File: config.mk
export PLATFORM = sky130hd
export DESIGN_NAME = i2c_bit_level_master
export DESIGN_NICKNAME = d
export VERILOG_FILES = /design/src/rtl/core/i2cbm_pkg.sv /design/src/rtl/core/i2cbm_regs.sv /design/src/rtl/core/i2cbm_engine.sv /design/src/rtl/core/i2c_bit_level_master.sv
export SDC_FILE = /design/constraint.sdc
export NUM_CORES = 1
export LEC_CHECK = 0
export BUFFER_PORTS_ARGS = -buffer_cell sky130_fd_sc_hd__clkbuf_2
export CAP_MARGIN = 20
export CORE_UTILIZATION = 40
export CTS_CLUSTER_DIAMETER = 100
export CTS_CLUSTER_SIZE = 16
export DETAILED_ROUTE_END_ITERATION = 10
export SLEW_MARGIN = 30
export SYNTH_ARGS = -nofsm -noshare
export SYNTH_HDL_FRONTEND = slang
export SYNTH_SLANG_ARGS = --single-unit
File: constraint.sdc
create_clock -name clk -period 3.7 [get_ports clk]
set_input_delay 0.555 -clock clk [delete_from_list [all_inputs] [get_ports clk]]
set_output_delay 0.555 -clock clk [all_outputs]
set_load 0.03 [all_outputs]
File: src/rtl/core/i2cbm_pkg.sv
package i2cbm_pkg;

    // Number of data bits in one bus byte.
    localparam int BITS_PER_BYTE = 8;

    localparam int DATA_W = 8;
    localparam int CNT_W  = 4;
    localparam int KIND_W = 3;

    // Reset value of the acknowledge timeout register.
    localparam logic [DATA_W-1:0] ACK_TIMEOUT_RST = 8'd250;

    // Command codes carried in the kind field.
    localparam logic [KIND_W-1:0] KIND_TICK  = 3'd0;
    localparam logic [KIND_W-1:0] KIND_START = 3'd1;
    localparam logic [KIND_W-1:0] KIND_STOP  = 3'd2;
    localparam logic [KIND_W-1:0] KIND_WRITE = 3'd3;
    localparam logic [KIND_W-1:0] KIND_READ  = 3'd4;

    // Register index on the configuration port.
    localparam logic REG_ACK_TIMEOUT = 1'b0;

    typedef enum logic [20:0] {
        PH_IDLE = 21'h000001,
        PH_ST_A = 21'h000002,
        PH_ST_B = 21'h000004,
        PH_ST_C = 21'h000008,
        PH_SP_A = 21'h000010,
        PH_SP_B = 21'h000020,
        PH_SP_C = 21'h000040,
        PH_WR_D = 21'h000080,
        PH_WR_C = 21'h000100,
        PH_WR_R = 21'h000200,
        PH_WA_C = 21'h000400,
        PH_WA_P = 21'h000800,
        PH_AB_B = 21'h001000,
        PH_AB_C = 21'h002000,
        PH_WA_E = 21'h004000,
        PH_RD_C = 21'h008000,
        PH_RD_L = 21'h010000,
        PH_RA_A = 21'h020000,
        PH_RA_B = 21'h040000,
        PH_RA_C = 21'h080000,
        PH_RA_D = 21'h100000
    } phase_t;

    typedef struct packed {
        logic [KIND_W-1:0] kind;
        logic [DATA_W-1:0] wr_data;
        logic              send_ack;
        logic              sda_in;
    } item_t;

    typedef struct packed {
        logic              scl_out;
        logic              sda_out;
        logic              busy_res;
        logic              done_res;
        logic [DATA_W-1:0] rx_data;
        logic              ack_error;
        logic              cmd_rejected;
    } result_t;

endpackage

File: src/rtl/core/i2cbm_regs.sv
module i2cbm_regs
    import i2cbm_pkg::*;
(
    input  logic                  clk,
    input  logic                  rst_n,
    input  logic                  psel,
    input  logic                  penable,
    input  logic                  pwrite,
    input  logic [2:0]            paddr,
    input  logic [31:0]           pwdata,
    output logic [31:0]           prdata,
    output logic                  pready,
    output logic [DATA_W-1:0]     ack_timeout
);

    logic [DATA_W-1:0] ack_timeout_reg;
    logic              wr_en;

    assign pready = 1'b1;
    assign wr_en  = psel && penable && pwrite && (paddr[2] == REG_ACK_TIMEOUT);

    always_ff @(posedge clk or negedge rst_n)
    begin
        if (!rst_n)
        begin
            ack_timeout_reg <= ACK_TIMEOUT_RST;
        end
        else if (wr_en)
        begin
            ack_timeout_reg <= pwdata[DATA_W-1:0];
        end
    end

    // Addresses beyond the single register read as zero.
    always_comb
    begin
        prdata = '0;
        if (paddr[2] == REG_ACK_TIMEOUT)
        begin
            prdata = {{(32-DATA_W){1'b0}}, ack_timeout_reg};
        end
    end

    assign ack_timeout = ack_timeout_reg;

endmodule

File: src/rtl/core/i2cbm_engine.sv
module i2cbm_engine
    import i2cbm_pkg::*;
(
    input  logic              clk,
    input  logic              rst_n,
    input  logic              step,
    input  item_t             item,
    input  logic [DATA_W-1:0] ack_timeout,
    output result_t           res
);

    phase_t            phase_reg, phase_next;
    logic [CNT_W-1:0]  bit_count_reg, bit_count_next;
    logic [DATA_W-1:0] shift_reg, shift_next;
    logic [DATA_W-1:0] wait_count_reg, wait_count_next;
    logic              ack_flag_reg, ack_flag_next;
    logic              ack_mode_reg, ack_mode_next;
    logic              scl_level_reg, scl_level_next;
    logic              sda_level_reg, sda_level_next;
    logic [DATA_W-1:0] rx_hold_reg, rx_hold_next;

    logic              is_cmd;
    logic              idle;
    logic              fin;
    logic [CNT_W-1:0]  bc_inc;
    logic [DATA_W:0]   wait_inc;

    assign is_cmd = (item.kind == KIND_START) || (item.kind == KIND_STOP) ||
                    (item.kind == KIND_WRITE) || (item.kind == KIND_READ);
    assign idle   = (phase_reg == PH_IDLE);

    always_comb
    begin
        phase_next      = phase_reg;
        bit_count_next  = bit_count_reg;
        shift_next      = shift_reg;
        wait_count_next = wait_count_reg;
        ack_flag_next   = ack_flag_reg;
        ack_mode_next   = ack_mode_reg;
        scl_level_next  = scl_level_reg;
        sda_level_next  = sda_level_reg;
        rx_hold_next    = rx_hold_reg;
        fin             = 1'b0;

        // A command taken while idle sets up its sequence; the first line
        // action then runs on the same tick.
        if (idle && is_cmd)
        begin
            bit_count_next = '0;
            case (item.kind)
                KIND_START: phase_next = PH_ST_A;
                KIND_STOP:  phase_next = PH_SP_A;
                KIND_WRITE:
                begin
                    shift_next    = item.wr_data;
                    ack_flag_next = 1'b0;
                    phase_next    = PH_WR_D;
                end
                default:
                begin
                    shift_next    = '0;
                    ack_mode_next = item.send_ack;
                    phase_next    = PH_RD_C;
                end
            endcase
        end

        bc_inc   = bit_count_next + 1'b1;
        wait_inc = {1'b0, wait_count_next} + 1'b1;

        case (phase_next)
            PH_IDLE: ;
            PH_ST_A:
            begin
                sda_level_next = 1'b1;
                scl_level_next = 1'b1;
                phase_next     = PH_ST_B;
            end
            PH_ST_B:
            begin
                sda_level_next = 1'b0;
                phase_next     = PH_ST_C;
            end
            PH_ST_C:
            begin
                scl_level_next = 1'b0;
                fin            = 1'b1;
            end
            PH_SP_A:
            begin
                sda_level_next = 1'b0;
                phase_next     = PH_SP_B;
            end
            PH_SP_B:
            begin
                scl_level_next = 1'b1;
                phase_next     = PH_SP_C;
            end
            PH_SP_C:
            begin
                sda_level_next = 1'b1;
                fin            = 1'b1;
            end
            PH_WR_D:
            begin
                scl_level_next = 1'b0;
                sda_level_next = shift_next[DATA_W-1];
                phase_next     = PH_WR_C;
            end
            PH_WR_C:
            begin
                scl_level_next = 1'b1;
                shift_next     = {shift_next[DATA_W-2:0], 1'b0};
                bit_count_next = bc_inc;
                phase_next     = (bc_inc >= CNT_W'(BITS_PER_BYTE)) ? PH_WR_R : PH_WR_D;
            end
            PH_WR_R:
            begin
                scl_level_next  = 1'b0;
                sda_level_next  = 1'b1;
                wait_count_next = '0;
                phase_next      = PH_WA_C;
            end
            PH_WA_C:
            begin
                scl_level_next = 1'b1;
                phase_next     = PH_WA_P;
            end
            PH_WA_P:
            begin
                if (!item.sda_in)
                begin
                    scl_level_next = 1'b0;
                    fin            = 1'b1;
                end
                else if (wait_inc > {1'b0, ack_timeout})
                begin
                    ack_flag_next  = 1'b1;
                    sda_level_next = 1'b0;
                    phase_next     = PH_AB_B;
                end
                else
                begin
                    wait_count_next = wait_inc[DATA_W-1:0];
                end
            end
            PH_AB_B:
            begin
                scl_level_next = 1'b1;
                phase_next     = PH_AB_C;
            end
            PH_AB_C:
            begin
                sda_level_next = 1'b1;
                phase_next     = PH_WA_E;
            end
            PH_WA_E:
            begin
                scl_level_next = 1'b0;
                fin            = 1'b1;
            end
            PH_RD_C:
            begin
                sda_level_next = 1'b1;
                scl_level_next = 1'b1;
                shift_next     = {shift_next[DATA_W-2:0], item.sda_in};
                bit_count_next = bc_inc;
                phase_next     = PH_RD_L;
            end
            PH_RD_L:
            begin
                scl_level_next = 1'b0;
                if (bit_count_next >= CNT_W'(BITS_PER_BYTE))
                begin
                    rx_hold_next = shift_next;
                    phase_next   = PH_RA_A;
                end
                else
                begin
                    phase_next = PH_RD_C;
                end
            end
            PH_RA_A:
            begin
                sda_level_next = !ack_mode_next;
                phase_next     = PH_RA_B;
            end
            PH_RA_B:
            begin
                scl_level_next = 1'b1;
                phase_next     = PH_RA_C;
            end
            PH_RA_C:
            begin
                scl_level_next = 1'b0;
                if (ack_mode_next)
                begin
                    phase_next = PH_RA_D;
                end
                else
                begin
                    fin = 1'b1;
                end
            end
            PH_RA_D:
            begin
                sda_level_next = 1'b1;
                fin            = 1'b1;
            end
            default: phase_next = PH_IDLE;
        endcase

        if (fin)
        begin
            phase_next = PH_IDLE;
        end
    end

    always_ff @(posedge clk or negedge rst_n)
    begin
        if (!rst_n)
        begin
            phase_reg      <= PH_IDLE;
            bit_count_reg  <= '0;
            shift_reg      <= '0;
            wait_count_reg <= '0;
            ack_flag_reg   <= 1'b0;
            ack_mode_reg   <= 1'b0;
            scl_level_reg  <= 1'b1;
            sda_level_reg  <= 1'b1;
            rx_hold_reg    <= '0;
        end
        else if (step)
        begin
            phase_reg      <= phase_next;
            bit_count_reg  <= bit_count_next;
            shift_reg      <= shift_next;
            wait_count_reg <= wait_count_next;
            ack_flag_reg   <= ack_flag_next;
            ack_mode_reg   <= ack_mode_next;
            scl_level_reg  <= scl_level_next;
            sda_level_reg  <= sda_level_next;
            rx_hold_reg    <= rx_hold_next;
        end
    end

    always_comb
    begin
        res.scl_out      = scl_level_next;
        res.sda_out      = sda_level_next;
        res.busy_res     = (phase_next != PH_IDLE);
        res.done_res     = fin;
        res.rx_data      = rx_hold_next;
        res.ack_error    = ack_flag_next;
        res.cmd_rejected = !idle && is_cmd;
    end

endmodule

File: src/rtl/core/i2c_bit_level_master.sv
// Channel  Direction  Handshake          Payload
// input    in         in_valid/in_stall  kind, wr_data, send_ack, sda_in
// output   out        out_valid/out_stall scl_out, sda_out, busy_res, done_res,
//                                         rx_data, ack_error, cmd_rejected
// config   APB        psel/penable/pready ack_timeout at byte address 0
//
// Every input word is one bus half-period tick and yields exactly one result word.
// The block takes one word per cycle unless the output stalls. A word in the input
// register goes through the phase logic into the result register once the result
// register is free, and its result is then offered on the output.
// Reset is asynchronous and active low; it returns the sequencer's line levels to
// released and the timeout to 250. A stall on the output holds the result register;
// while the input register also holds a word, in_stall is high in that same cycle.
module i2c_bit_level_master
    import i2cbm_pkg::*;
(
    input  logic              clk,
    input  logic              rst_n,

    input  logic              in_valid,
    output logic              in_stall,
    input  logic [KIND_W-1:0] kind,
    input  logic [DATA_W-1:0] wr_data,
    input  logic              send_ack,
    input  logic              sda_in,

    output logic              out_valid,
    input  logic              out_stall,
    output logic              scl_out,
    output logic              sda_out,
    output logic              busy_res,
    output logic              done_res,
    output logic [DATA_W-1:0] rx_data,
    output logic              ack_error,
    output logic              cmd_rejected,

    input  logic              psel,
    input  logic              penable,
    input  logic              pwrite,
    input  logic [2:0]        paddr,
    input  logic [31:0]       pwdata,
    output logic [31:0]       prdata,
    output logic              pready
);

    logic              in_valid_reg;
    item_t             in_item_reg;
    logic              out_valid_reg;
    result_t           out_res_reg;
    result_t           res;
    logic [DATA_W-1:0] ack_timeout;
    logic              out_free;
    logic              step;
    logic              in_take;

    // The result register can take a new word when empty or being drained.
    assign out_free = !out_valid_reg || !out_stall;
    // The input word goes through the phase logic when the result slot is free.
    assign step     = in_valid_reg && out_free;
    assign in_stall = in_valid_reg && !out_free;
    assign in_take  = in_valid && !in_stall;

    i2cbm_regs u_regs (
        .clk         (clk),
        .rst_n       (rst_n),
        .psel        (psel),
        .penable     (penable),
        .pwrite      (pwrite),
        .paddr       (paddr),
        .pwdata      (pwdata),
        .prdata      (prdata),
        .pready      (pready),
        .ack_timeout (ack_timeout)
    );

    i2cbm_engine u_engine (
        .clk         (clk),
        .rst_n       (rst_n),
        .step        (step),
        .item        (in_item_reg),
        .ack_timeout (ack_timeout),
        .res         (res)
    );

    always_ff @(posedge clk or negedge rst_n)
    begin
        if (!rst_n)
        begin
            in_valid_reg  <= 1'b0;
            out_valid_reg <= 1'b0;
        end
        else
        begin
            if (in_take)
            begin
                in_valid_reg <= 1'b1;
            end
            else if (step)
            begin
                in_valid_reg <= 1'b0;
            end
            if (out_free)
            begin
                out_valid_reg <= step;
            end
        end
    end

    // Payload registers load without reset.
    always_ff @(posedge clk)
    begin
        if (in_take)
        begin
            in_item_reg.kind     <= kind;
            in_item_reg.wr_data  <= wr_data;
            in_item_reg.send_ack <= send_ack;
            in_item_reg.sda_in   <= sda_in;
        end
        if (step)
        begin
            out_res_reg <= res;
        end
    end

    assign out_valid    = out_valid_reg;
    assign scl_out      = out_res_reg.scl_out;
    assign sda_out      = out_res_reg.sda_out;
    assign busy_res     = out_res_reg.busy_res;
    assign done_res     = out_res_reg.done_res;
    assign rx_data      = out_res_reg.rx_data;
    assign ack_error    = out_res_reg.ack_error;
    assign cmd_rejected = out_res_reg.cmd_rejected;

endmodule

Word level (Yosys, flattened, before mapping)
Index checks and enable logic that the tools add are counted.
W data, S select, Z words.
{"block": "word_totals", "ff_bits": 90, "word_cells": 125, "out_inout_bits": 49, "inputBits": 55}
{"block": "op_classes", "muxes": 37, "bitwise": 1, "n_eq_ne": 29, "reduce_logical": 30, "add_sub_neg": 2, "order_cmp": 3}
{"cell": "$pmux W21 S17", "n": 1}
{"cell": "$mux W21", "n": 5}
{"cell": "$mux W8", "n": 6}
{"cell": "$pmux W16 S3", "n": 1}
{"cell": "$pmux W8 S2", "n": 3}
{"cell": "$eq A21 B1 Y1 const B", "n": 2}
{"cell": "$eq A21 B10 Y1 const B", "n": 1}
{"cell": "$eq A21 B11 Y1 const B", "n": 1}
{"cell": "$eq A21 B12 Y1 const B", "n": 1}
{"cell": "$eq A21 B13 Y1 const B", "n": 1}
{"cell": "$eq A21 B14 Y1 const B", "n": 1}
{"cell": "$eq A21 B15 Y1 const B", "n": 1}
{"cell": "$eq A21 B16 Y1 const B", "n": 1}
{"cell": "$eq A21 B17 Y1 const B", "n": 1}
{"cell": "$eq A21 B18 Y1 const B", "n": 1}
{"cell": "$eq A21 B19 Y1 const B", "n": 1}
{"cell": "$eq A21 B2 Y1 const B", "n": 1}
{"cell": "$eq A21 B20 Y1 const B", "n": 1}
{"cell": "$eq A21 B21 Y1 const B", "n": 1}
{"cell": "$eq A21 B3 Y1 const B", "n": 1}
{"cell": "$eq A21 B4 Y1 const B", "n": 1}
{"cell": "$eq A21 B5 Y1 const B", "n": 1}
{"cell": "$eq A21 B6 Y1 const B", "n": 1}
{"cell": "$eq A21 B7 Y1 const B", "n": 1}
{"cell": "other kinds (29)", "n": 66}

Depth between registers and ports, before layout
Gate-level depths: netlist (run 1).
{"block": "depth", "word_depth": 12, "ltp_mapped": 12}

Cells and area by module
From an unflattened synthesis (run 1), not the netlist that was laid out.
{"block": "unflattened", "cells_unflattened": 524, "area_unflattened_um2": 5261.3}
{"mod": "i2cbm_engine", "seq_area_each_um2": 1330.0, "instances": 1, "area_each_um2": 3771.1, "cells_each": 437}
{"mod": "i2c_bit_level_master", "seq_area_each_um2": 860.8, "instances": 1, "area_each_um2": 903.4, "cells_each": 35}
{"mod": "i2cbm_regs", "seq_area_each_um2": 207.7, "instances": 1, "area_each_um2": 586.8, "cells_each": 52}

Worst setup path before layout (run 1)
No wires, ideal clock.
{"block": "synth_timing", "path_type": "flip-flop to flip-flop", "start": "register u_engine.phase_reg[19]", "end": "register out_res_reg, in the netlist rx_data[1], data pin", "t_required_ns": 3.440, "arrival_ns": 3.024, "period_less_slack_ns": 3.284, "n_path_buf": 3, "setup_slack_ns": 0.416, "path_stages_with_launch": 10, "cell_sequence": "dfrtp_1 > buf_6 > or4_4 > buf_6 > nor4_4 > a41o_1 > nand3_2 > or4_4 > buf_6 > mux2_4"}
{"item": "start: declaration", "line_no": "i2cbm_engine.sv:12", "rtl": "phase_t phase_reg, phase_next;"}
{"item": "start signal: assignment", "line_no": "i2cbm_engine.sv:235", "rtl": "phase_reg <= phase_next;"}
{"item": "end signal: assignment", "line_no": "i2c_bit_level_master.sv:121", "rtl": "out_res_reg <= res;"}
{"item": "end: declaration", "line_no": "i2c_bit_level_master.sv:49", "rtl": "result_t out_res_reg;"}

==> results of run 1 <==
==> layout by cell type (no fill, tap or decap), types with 7 or more instances in the layout <==
master     instances
a21o_1             7
a22o_1            12
buf_4             16
clkbuf_16          9
clkbuf_2          51
conb_1            25
dfrtp_1           54
dfstp_2            9
edfxtp_1          27
ha_1              10
inv_1             14
mux2_1             7
mux2_2            10
nand2_1           48
nand3_1           13
nand4_1            8
nor2_1            36
nor3_1            12
nor4b_1            7
o21ai_0           33
or4_1              9
xnor2_1            8
==> through the flow <==
| step | instances | total power, W | setup WS [ps] | hold slack, ps | instance area (um2) |
|---|---|---|---|---|---|
| 6_report | 718 | 0.00308 | 248 | 298 | 5780 |
| 5_1_grt | 718 | 0.00325 | 86.7 | 355 | 5780 |
| 4_1_cts | 718 | 0.00309 | 175 | 358 | 5780 |
| 3_5_place_dp | 702 | 0.00215 | 196 | 471 | 5470 |
| 3_3_place_gp | 702 | 0.00213 | 203 | 461 | 5470 |
| 2_1_floorplan | 514 | 0.00192 | 416 | 259 | 5180 |
==> power by group through the flow <==
stage	combinational [W]	clock, W	sequential [W]
3_5_place_dp	0.000894	0	0.00125
6_report	0.000907	0.000934	0.00124
2_1_floorplan	0.000646	0	0.00127
3_3_place_gp	0.000885	0	0.00125
5_1_grt	0.00101	0.000996	0.00125
4_1_cts	0.000898	0.000955	0.00124
==> cell families after synthesis <==
group | Yosys count
compound gates | 106
xor+xnor | 12
fa+ha+maj | 10
buf+inv | 62
flops | 90
mux | 29
other cells | 2
simple gates | 180
==> metal layers <==
layer / GRT usage / wire length [um] / vias up
met5: 0 / 0 / -
met4: 0.0615 / 213 / 0
met3: 0.0464 / 542 / 16
met2: 0.299 / 5350 / 126
met1: 0.253 / 5450 / 1842
li1: - / - / 1880
==> area by class of cell <==
| type | instances | area, um2 | share of cell area |
|---|---|---|---|
| repair buffers | 68 | 380 | 0.0658 |
| clock buffers | 10 | 229 | 0.0396 |
| multi-input cells | 362 | 2430 | 0.421 |
| inverters | 14 | 52.6 | 0.00910 |
| well taps | 168 | 210 | 0.0364 |
| clock inverters | 6 | 73.8 | 0.0128 |
| flip-flops and latches | 90 | 2400 | 0.415 |
==> what timing repair did <==
item	in CTS	in global routing
endpoints found under the setup margin	0	7
hold buffers	0	0
setup buffers	0	0
gates resized for setup	0	1
==> worst register-to-register path, stage by stage, from the launching register on <==
cell	delay, ps
dfrtp_1	440
or4_4	640
or4_1	580
o41a_2	640
nand3_2	210
or4_4	330
mux2_2	380
==> how the worst max path moves through the flow <==
stage | from | end | slack [ps] | cells past startpoint
2_1_floorplan | u_engine.phase_reg[19] | rx_data[1] | 420 | 9
3_3_place_gp | u_engine.phase_reg[6] | u_engine.rx_hold_reg[3] | 200 | 7
3_5_place_dp | u_engine.phase_reg[17] | rx_data[0] | 200 | 6
4_1_cts | u_engine.phase_reg[6] | u_engine.rx_hold_reg[1] | 170 | 7
5_1_grt | u_engine.phase_reg[17] | u_engine.phase_reg[0] | 90 | 7
6_report | u_engine.phase_reg[17] | rx_data[0] | 250 | 6
==> run_results.csv, run 1 <==
group,metric,value,unit
status,status,"finished, final reports clean",
synth,synth_compound_area_frac,0.150,
worst_setup_path,critPathSlowestCell,"or4_4",
floorplan,initial_core_util,0.417,
floorplan,die_y,115,um
routing,antenna_left,0,
worst_setup_path,crit-reg2reg-launch,"u_engine.phase_reg[17]",
sta,finalClockSkew,9.29,ps
routing,wl_per_cell,16.1,um
synth,yosysMostFrequentCell,"dfrtp_1",
clocking,cts.clk_slew.worst_paths,70,ps
synth,ys.flop_type,"dfrtp_1",
routing,dr.first_iter.drc_count,196,
place,gp_congestion,0.831,
synth,syn_area,5100,um2
worst_setup_path,start_kind,"flip-flop",
grt,track_usage,0.189,
final_layout,fillCellCount,1184,
place,place.port_buffers,52,
power_and_ir_drop,power_switching,0.00106,W
sta,post-route-min-period,3450,ps
power_and_ir_drop,p_int,0.00201,W
sta,maxSlewHeadroom,0.470,
clocking,cts_root_buffer,"clkbuf_16",
worst_setup_path,cp-end-kind,"flip-flop",
power_and_ir_drop,combPwrFrac,0.295,
grt,grt_max_degree,62,
synth,yosysSeqAreaShare,0.471,
sta,min_period_over_period,0.933,
worst_setup_path,reg2reg_slack,250,ps
worst_setup_path,critPathKind,"flip-flop to flip-flop",
routing,drc,0,
final_layout,final_core_util,0.473,
sta,drv_slew,0,
worst_setup_path,crit_buf_inv,0,
grt,overflow,0,
place,dpl.hpwl,8.29,mm
hold_path,hold_path_class,"primary input to asynchronous set/reset pin",
synth,synth_area_leaders,"dfrtp_1 (27%), edfxtp_1 (16%), dfstp_2 (4.6%)",
clocking,cts.htree.levels,3,
worst_setup_path,cp.arrival,3550,ps
synth,synthAdderAreaFrac,0.0245,
synth,synth_xor_area_frac,0.0206,
sta,setup_viol,0,
routing,drtPass1Iterations,5,
worst_setup_path,cp.required,3800,ps
synth,syn_area_per_cell,10.4,um2
power_and_ir_drop,p_seq_frac,0.402,
power_and_ir_drop,p_clk_frac,0.304,
synth,async_flop_share,0.700,
worst_setup_path,path_cells,"or4_4 -> or4_1 -> o41a_2 -> nand3_2 -> or4_4 -> mux2_2",
routing,vias,3864,
final_layout,drive_above_1_share,0.227,
synth,ys_types,74,
flow_run,maxCapViolCount,0,
synth,syn_inst,491,
floorplan,num_io_pins,104,
power_and_ir_drop,swShare,0.346,
synth,yosys_warnings,0,
synth,synth_top_family_by_area,"simple AND/OR/NAND/NOR gates",
clocking,cts_made_buffers,9,
floorplan,fp.dieArea,13200,um2
clocking,cts_tree,"done",
synth,synth_edf_count,27,
worst_setup_path,crit_fanout,12,
worst_setup_path,ff2ff_path_depth,6,
routing,via_per_inst,5.38,
floorplan,die_width,115,um
power_and_ir_drop,peakVddDrop,0.000391,V
floorplan,core_area,12200,um2
sta,fin_setup_tns,0,ps
clocking,clockBufferDepth,2,
sta,fmax,290,MHz
power_and_ir_drop,leakagePower,2.69,nW
synth,yosys.area.top_type,"dfrtp_1",
sta,tightest_slew,794,ps
sta,hold_violations,0,
grt,grt_pass1_wl,19.0,mm
routing,finalWirelength,11.6,mm
synth,yosys.area_share.simple,0.196,
sta,rsz0062_at_grt,"false",
grt,antenna_found_initial,0,
final_layout,antennaDiodeCount,0,
synth,synth_top_area_frac,0.265,
floorplan,rows,40,
final_layout,syn2layout_area_growth,13.3,%
synth,ys_ff_latch,90,
worst_setup_path,crit_family,"simple AND/OR/NAND/NOR gates",
worst_setup_path,path_common_cell,"or4_4",
clocking,cts.sinks,90,
final_layout,largest_register_ffs,21,
synth,synth_common_cells,"dfrtp_1 (54), nand2_1 (49), nor2_1 (36), o21ai_0 (33), edfxtp_1 (27)",
clocking,clock_latency,350,ps
synth,synth.area.mux_share,0.0670,
grt,grt_pass1_vias,3710,
worst_setup_path,r2r-end,"rx_data[0]",
worst_setup_path,crit_path_max_incr_delay,640,ps
final_layout,fin_nets,610,
power_and_ir_drop,powerDensity,533,nW/um2
No activity file was read; power rests on OpenSTA's default activity.
==> inputs of run 2 (changes only) <==
--- a/config.mk
+++ b/config.mk
@@ -11,6 +11,7 @@
 export CTS_CLUSTER_DIAMETER = 100
 export CTS_CLUSTER_SIZE = 16
 export DETAILED_ROUTE_END_ITERATION = 10
+export RECOVER_POWER = 25
 export SLEW_MARGIN = 30
 export SYNTH_ARGS = -nofsm -noshare
 export SYNTH_HDL_FRONTEND = slang
==> run_results.csv, run 2 (same netlist as run 1, synthesis figures left out) <==
group,metric,value,unit
worst_setup_path,cp.arrival,3560,ps
sta,maxSlewHeadroom,-0.255,
worst_setup_path,crit_family,"simple AND/OR/NAND/NOR gates",
clocking,clockBufferDepth,2,
final_layout,largest_register_ffs,21,
worst_setup_path,reg2reg_slack,250,ps
status,status,"complete, but fails checks",
hold_path,whs_path_depth,1,
floorplan,rows,40,
grt,grt_max_degree,62,
grt,met3_usage,0.0464,
place,gp_congestion,0.831,
grt,grtUsageMet2,0.299,
routing,via_per_inst,5.38,
worst_setup_path,ff2ff_path_depth,6,
floorplan,fp.dieArea,13200,um2
final_layout,layout_commonest_cell,"dfrtp_1",
sta,setup_viol,0,
status,violations,"capacitance limit, slew limit",
grt,overflow,0,
grt,track_usage,0.189,
hold_path,hold_path_class,"primary input to flip-flop",
floorplan,num_io_pins,104,
routing,drc,0,
flow_run,maxCapViolCount,1,
floorplan,initial_core_util,0.417,
worst_setup_path,crit_buf_inv,0,
sta,rsz0062_at_grt,"false",
routing,wl_per_cell,16.1,um
sta,hold_violations,0,
worst_setup_path,critPathSlowestCell,"or4_4",
worst_setup_path,path_common_cell,"or4_4",
clocking,cts_root_buffer,"clkbuf_16",
clocking,cts.clk_slew.worst_paths,70,ps
clocking,cts_tree,"done",
worst_setup_path,start_kind,"flip-flop",
clocking,clock_latency,350,ps
worst_setup_path,crit-reg2reg-launch,"u_engine.phase_reg[17]",
final_layout,final_cell_mix,"dfrtp_1 (54), clkbuf_2 (51), nand2_1 (48), nor2_1 (36), o21ai_0 (33)",
power_and_ir_drop,powerDensity,533,nW/um2
sta,tightest_slew,1880,ps
floorplan,die_width,115,um
final_layout,drive_above_1_share,0.224,
grt,grt_pass1_wl,19.0,mm
sta,drv_slew,33,
worst_setup_path,crit_fanout,12,
floorplan,die_y,115,um
clocking,cts_made_buffers,9,
worst_setup_path,r2r-end,"rx_data[0]",
sta,fmax,289,MHz
final_layout,final_core_util,0.473,
sta,whs,380,ps
sta,fin_setup_tns,0,ps
routing,drtPass1Iterations,5,
routing,antenna_left,0,
hold_path,min_to,"in_item_reg[8]",
worst_setup_path,cp.required,3800,ps
worst_setup_path,cp-end-kind,"flip-flop",
final_layout,fin_cells,718,
grt,antenna_found_initial,0,
sta,finalClockSkew,9.29,ps
final_layout,fin_nets,610,
hold_path,min_from,"wr_data[6]",
worst_setup_path,critPathKind,"flip-flop to flip-flop",
clocking,cts.htree.levels,3,
routing,finalWirelength,11.6,mm
place,placedCellCount,702,
routing,dr.first_iter.drc_count,194,
place,place.port_buffers,52,
grt,grt_busiest_layer,"met2",
routing,vias,3862,
power_and_ir_drop,peakVddDrop,0.000391,V
worst_setup_path,crit_path_max_incr_delay,640,ps
sta,min_period_over_period,0.934,
final_layout,syn2layout_area_growth,13.2,%
final_layout,antennaDiodeCount,0,
clocking,cts.sinks,90,
worst_setup_path,path_cells,"or4_4 -> or4_1 -> o41a_2 -> nand3_2 -> or4_4 -> mux2_2",
place,dpl.hpwl,8.29,mm
grt,grt_pass1_vias,3710,
sta,post-route-min-period,3450,ps
power_and_ir_drop,power.total,0.00308,W
power_and_ir_drop,leakagePower,2.69,nW
floorplan,core_area,12200,um2
grt,met1_usage,0.253,
[run 2: repair_timing]
action,in CTS,in global routing
setup endpoints to repair,0,7
resized for setup,0,1
buffers inserted,0,0
hold endpoints to repair,0,0
hold buffers,0,0
[run 2: stage by stage]
stage | instance area, um2 | setup WS [ps]
4_1_cts | 5780 | 175
2_1_floorplan | 5180 | 416
3_5_place_dp | 5470 | 196
6_report | 5770 | 246
3_3_place_gp | 5470 | 203
5_1_grt | 5770 | 86.7
[run 2: how the worst max path moves through the flow]
stage                                 from  cells after the start                      end  slack (ps)
finish              u_engine.phase_reg[17]                      6               rx_data[0]         250
floorplan           u_engine.phase_reg[19]                      9               rx_data[1]         420
detailed placement  u_engine.phase_reg[17]                      6               rx_data[0]         200
CTS                  u_engine.phase_reg[6]                      7  u_engine.rx_hold_reg[1]         170
global placement     u_engine.phase_reg[6]                      7  u_engine.rx_hold_reg[3]         200
global route        u_engine.phase_reg[17]                      7    u_engine.phase_reg[0]          90
[run 2: routing by layer]
layer	vias up	routed length [um]	part of all wire
met2	129	5350	0.46
met5	-	0	0
li1	1880	-	-
met3	16	569	0.049
met1	1837	5430	0.47
met4	0	213	0.018
[run 2: layout make-up]
cell class                      instances  area [um2]
Multi-Input combinational cell        362        2430
Inverter                               14        52.6
Clock buffer                           10         229
Clock inverter                          6        73.8
Sequential cell                        90        2400
Fill cell                            1184        6440
Timing Repair Buffer                   68         375
Tap cell                              168         210
[run 2: where the power goes]
group | total, W | switching, W | internal (W)
Combinational | 0.000906 | 0.000589 | 0.000317
Clock | 0.000934 | 0.000402 | 0.000532
Sequential | 0.00124 | 0.0000718 | 0.00116
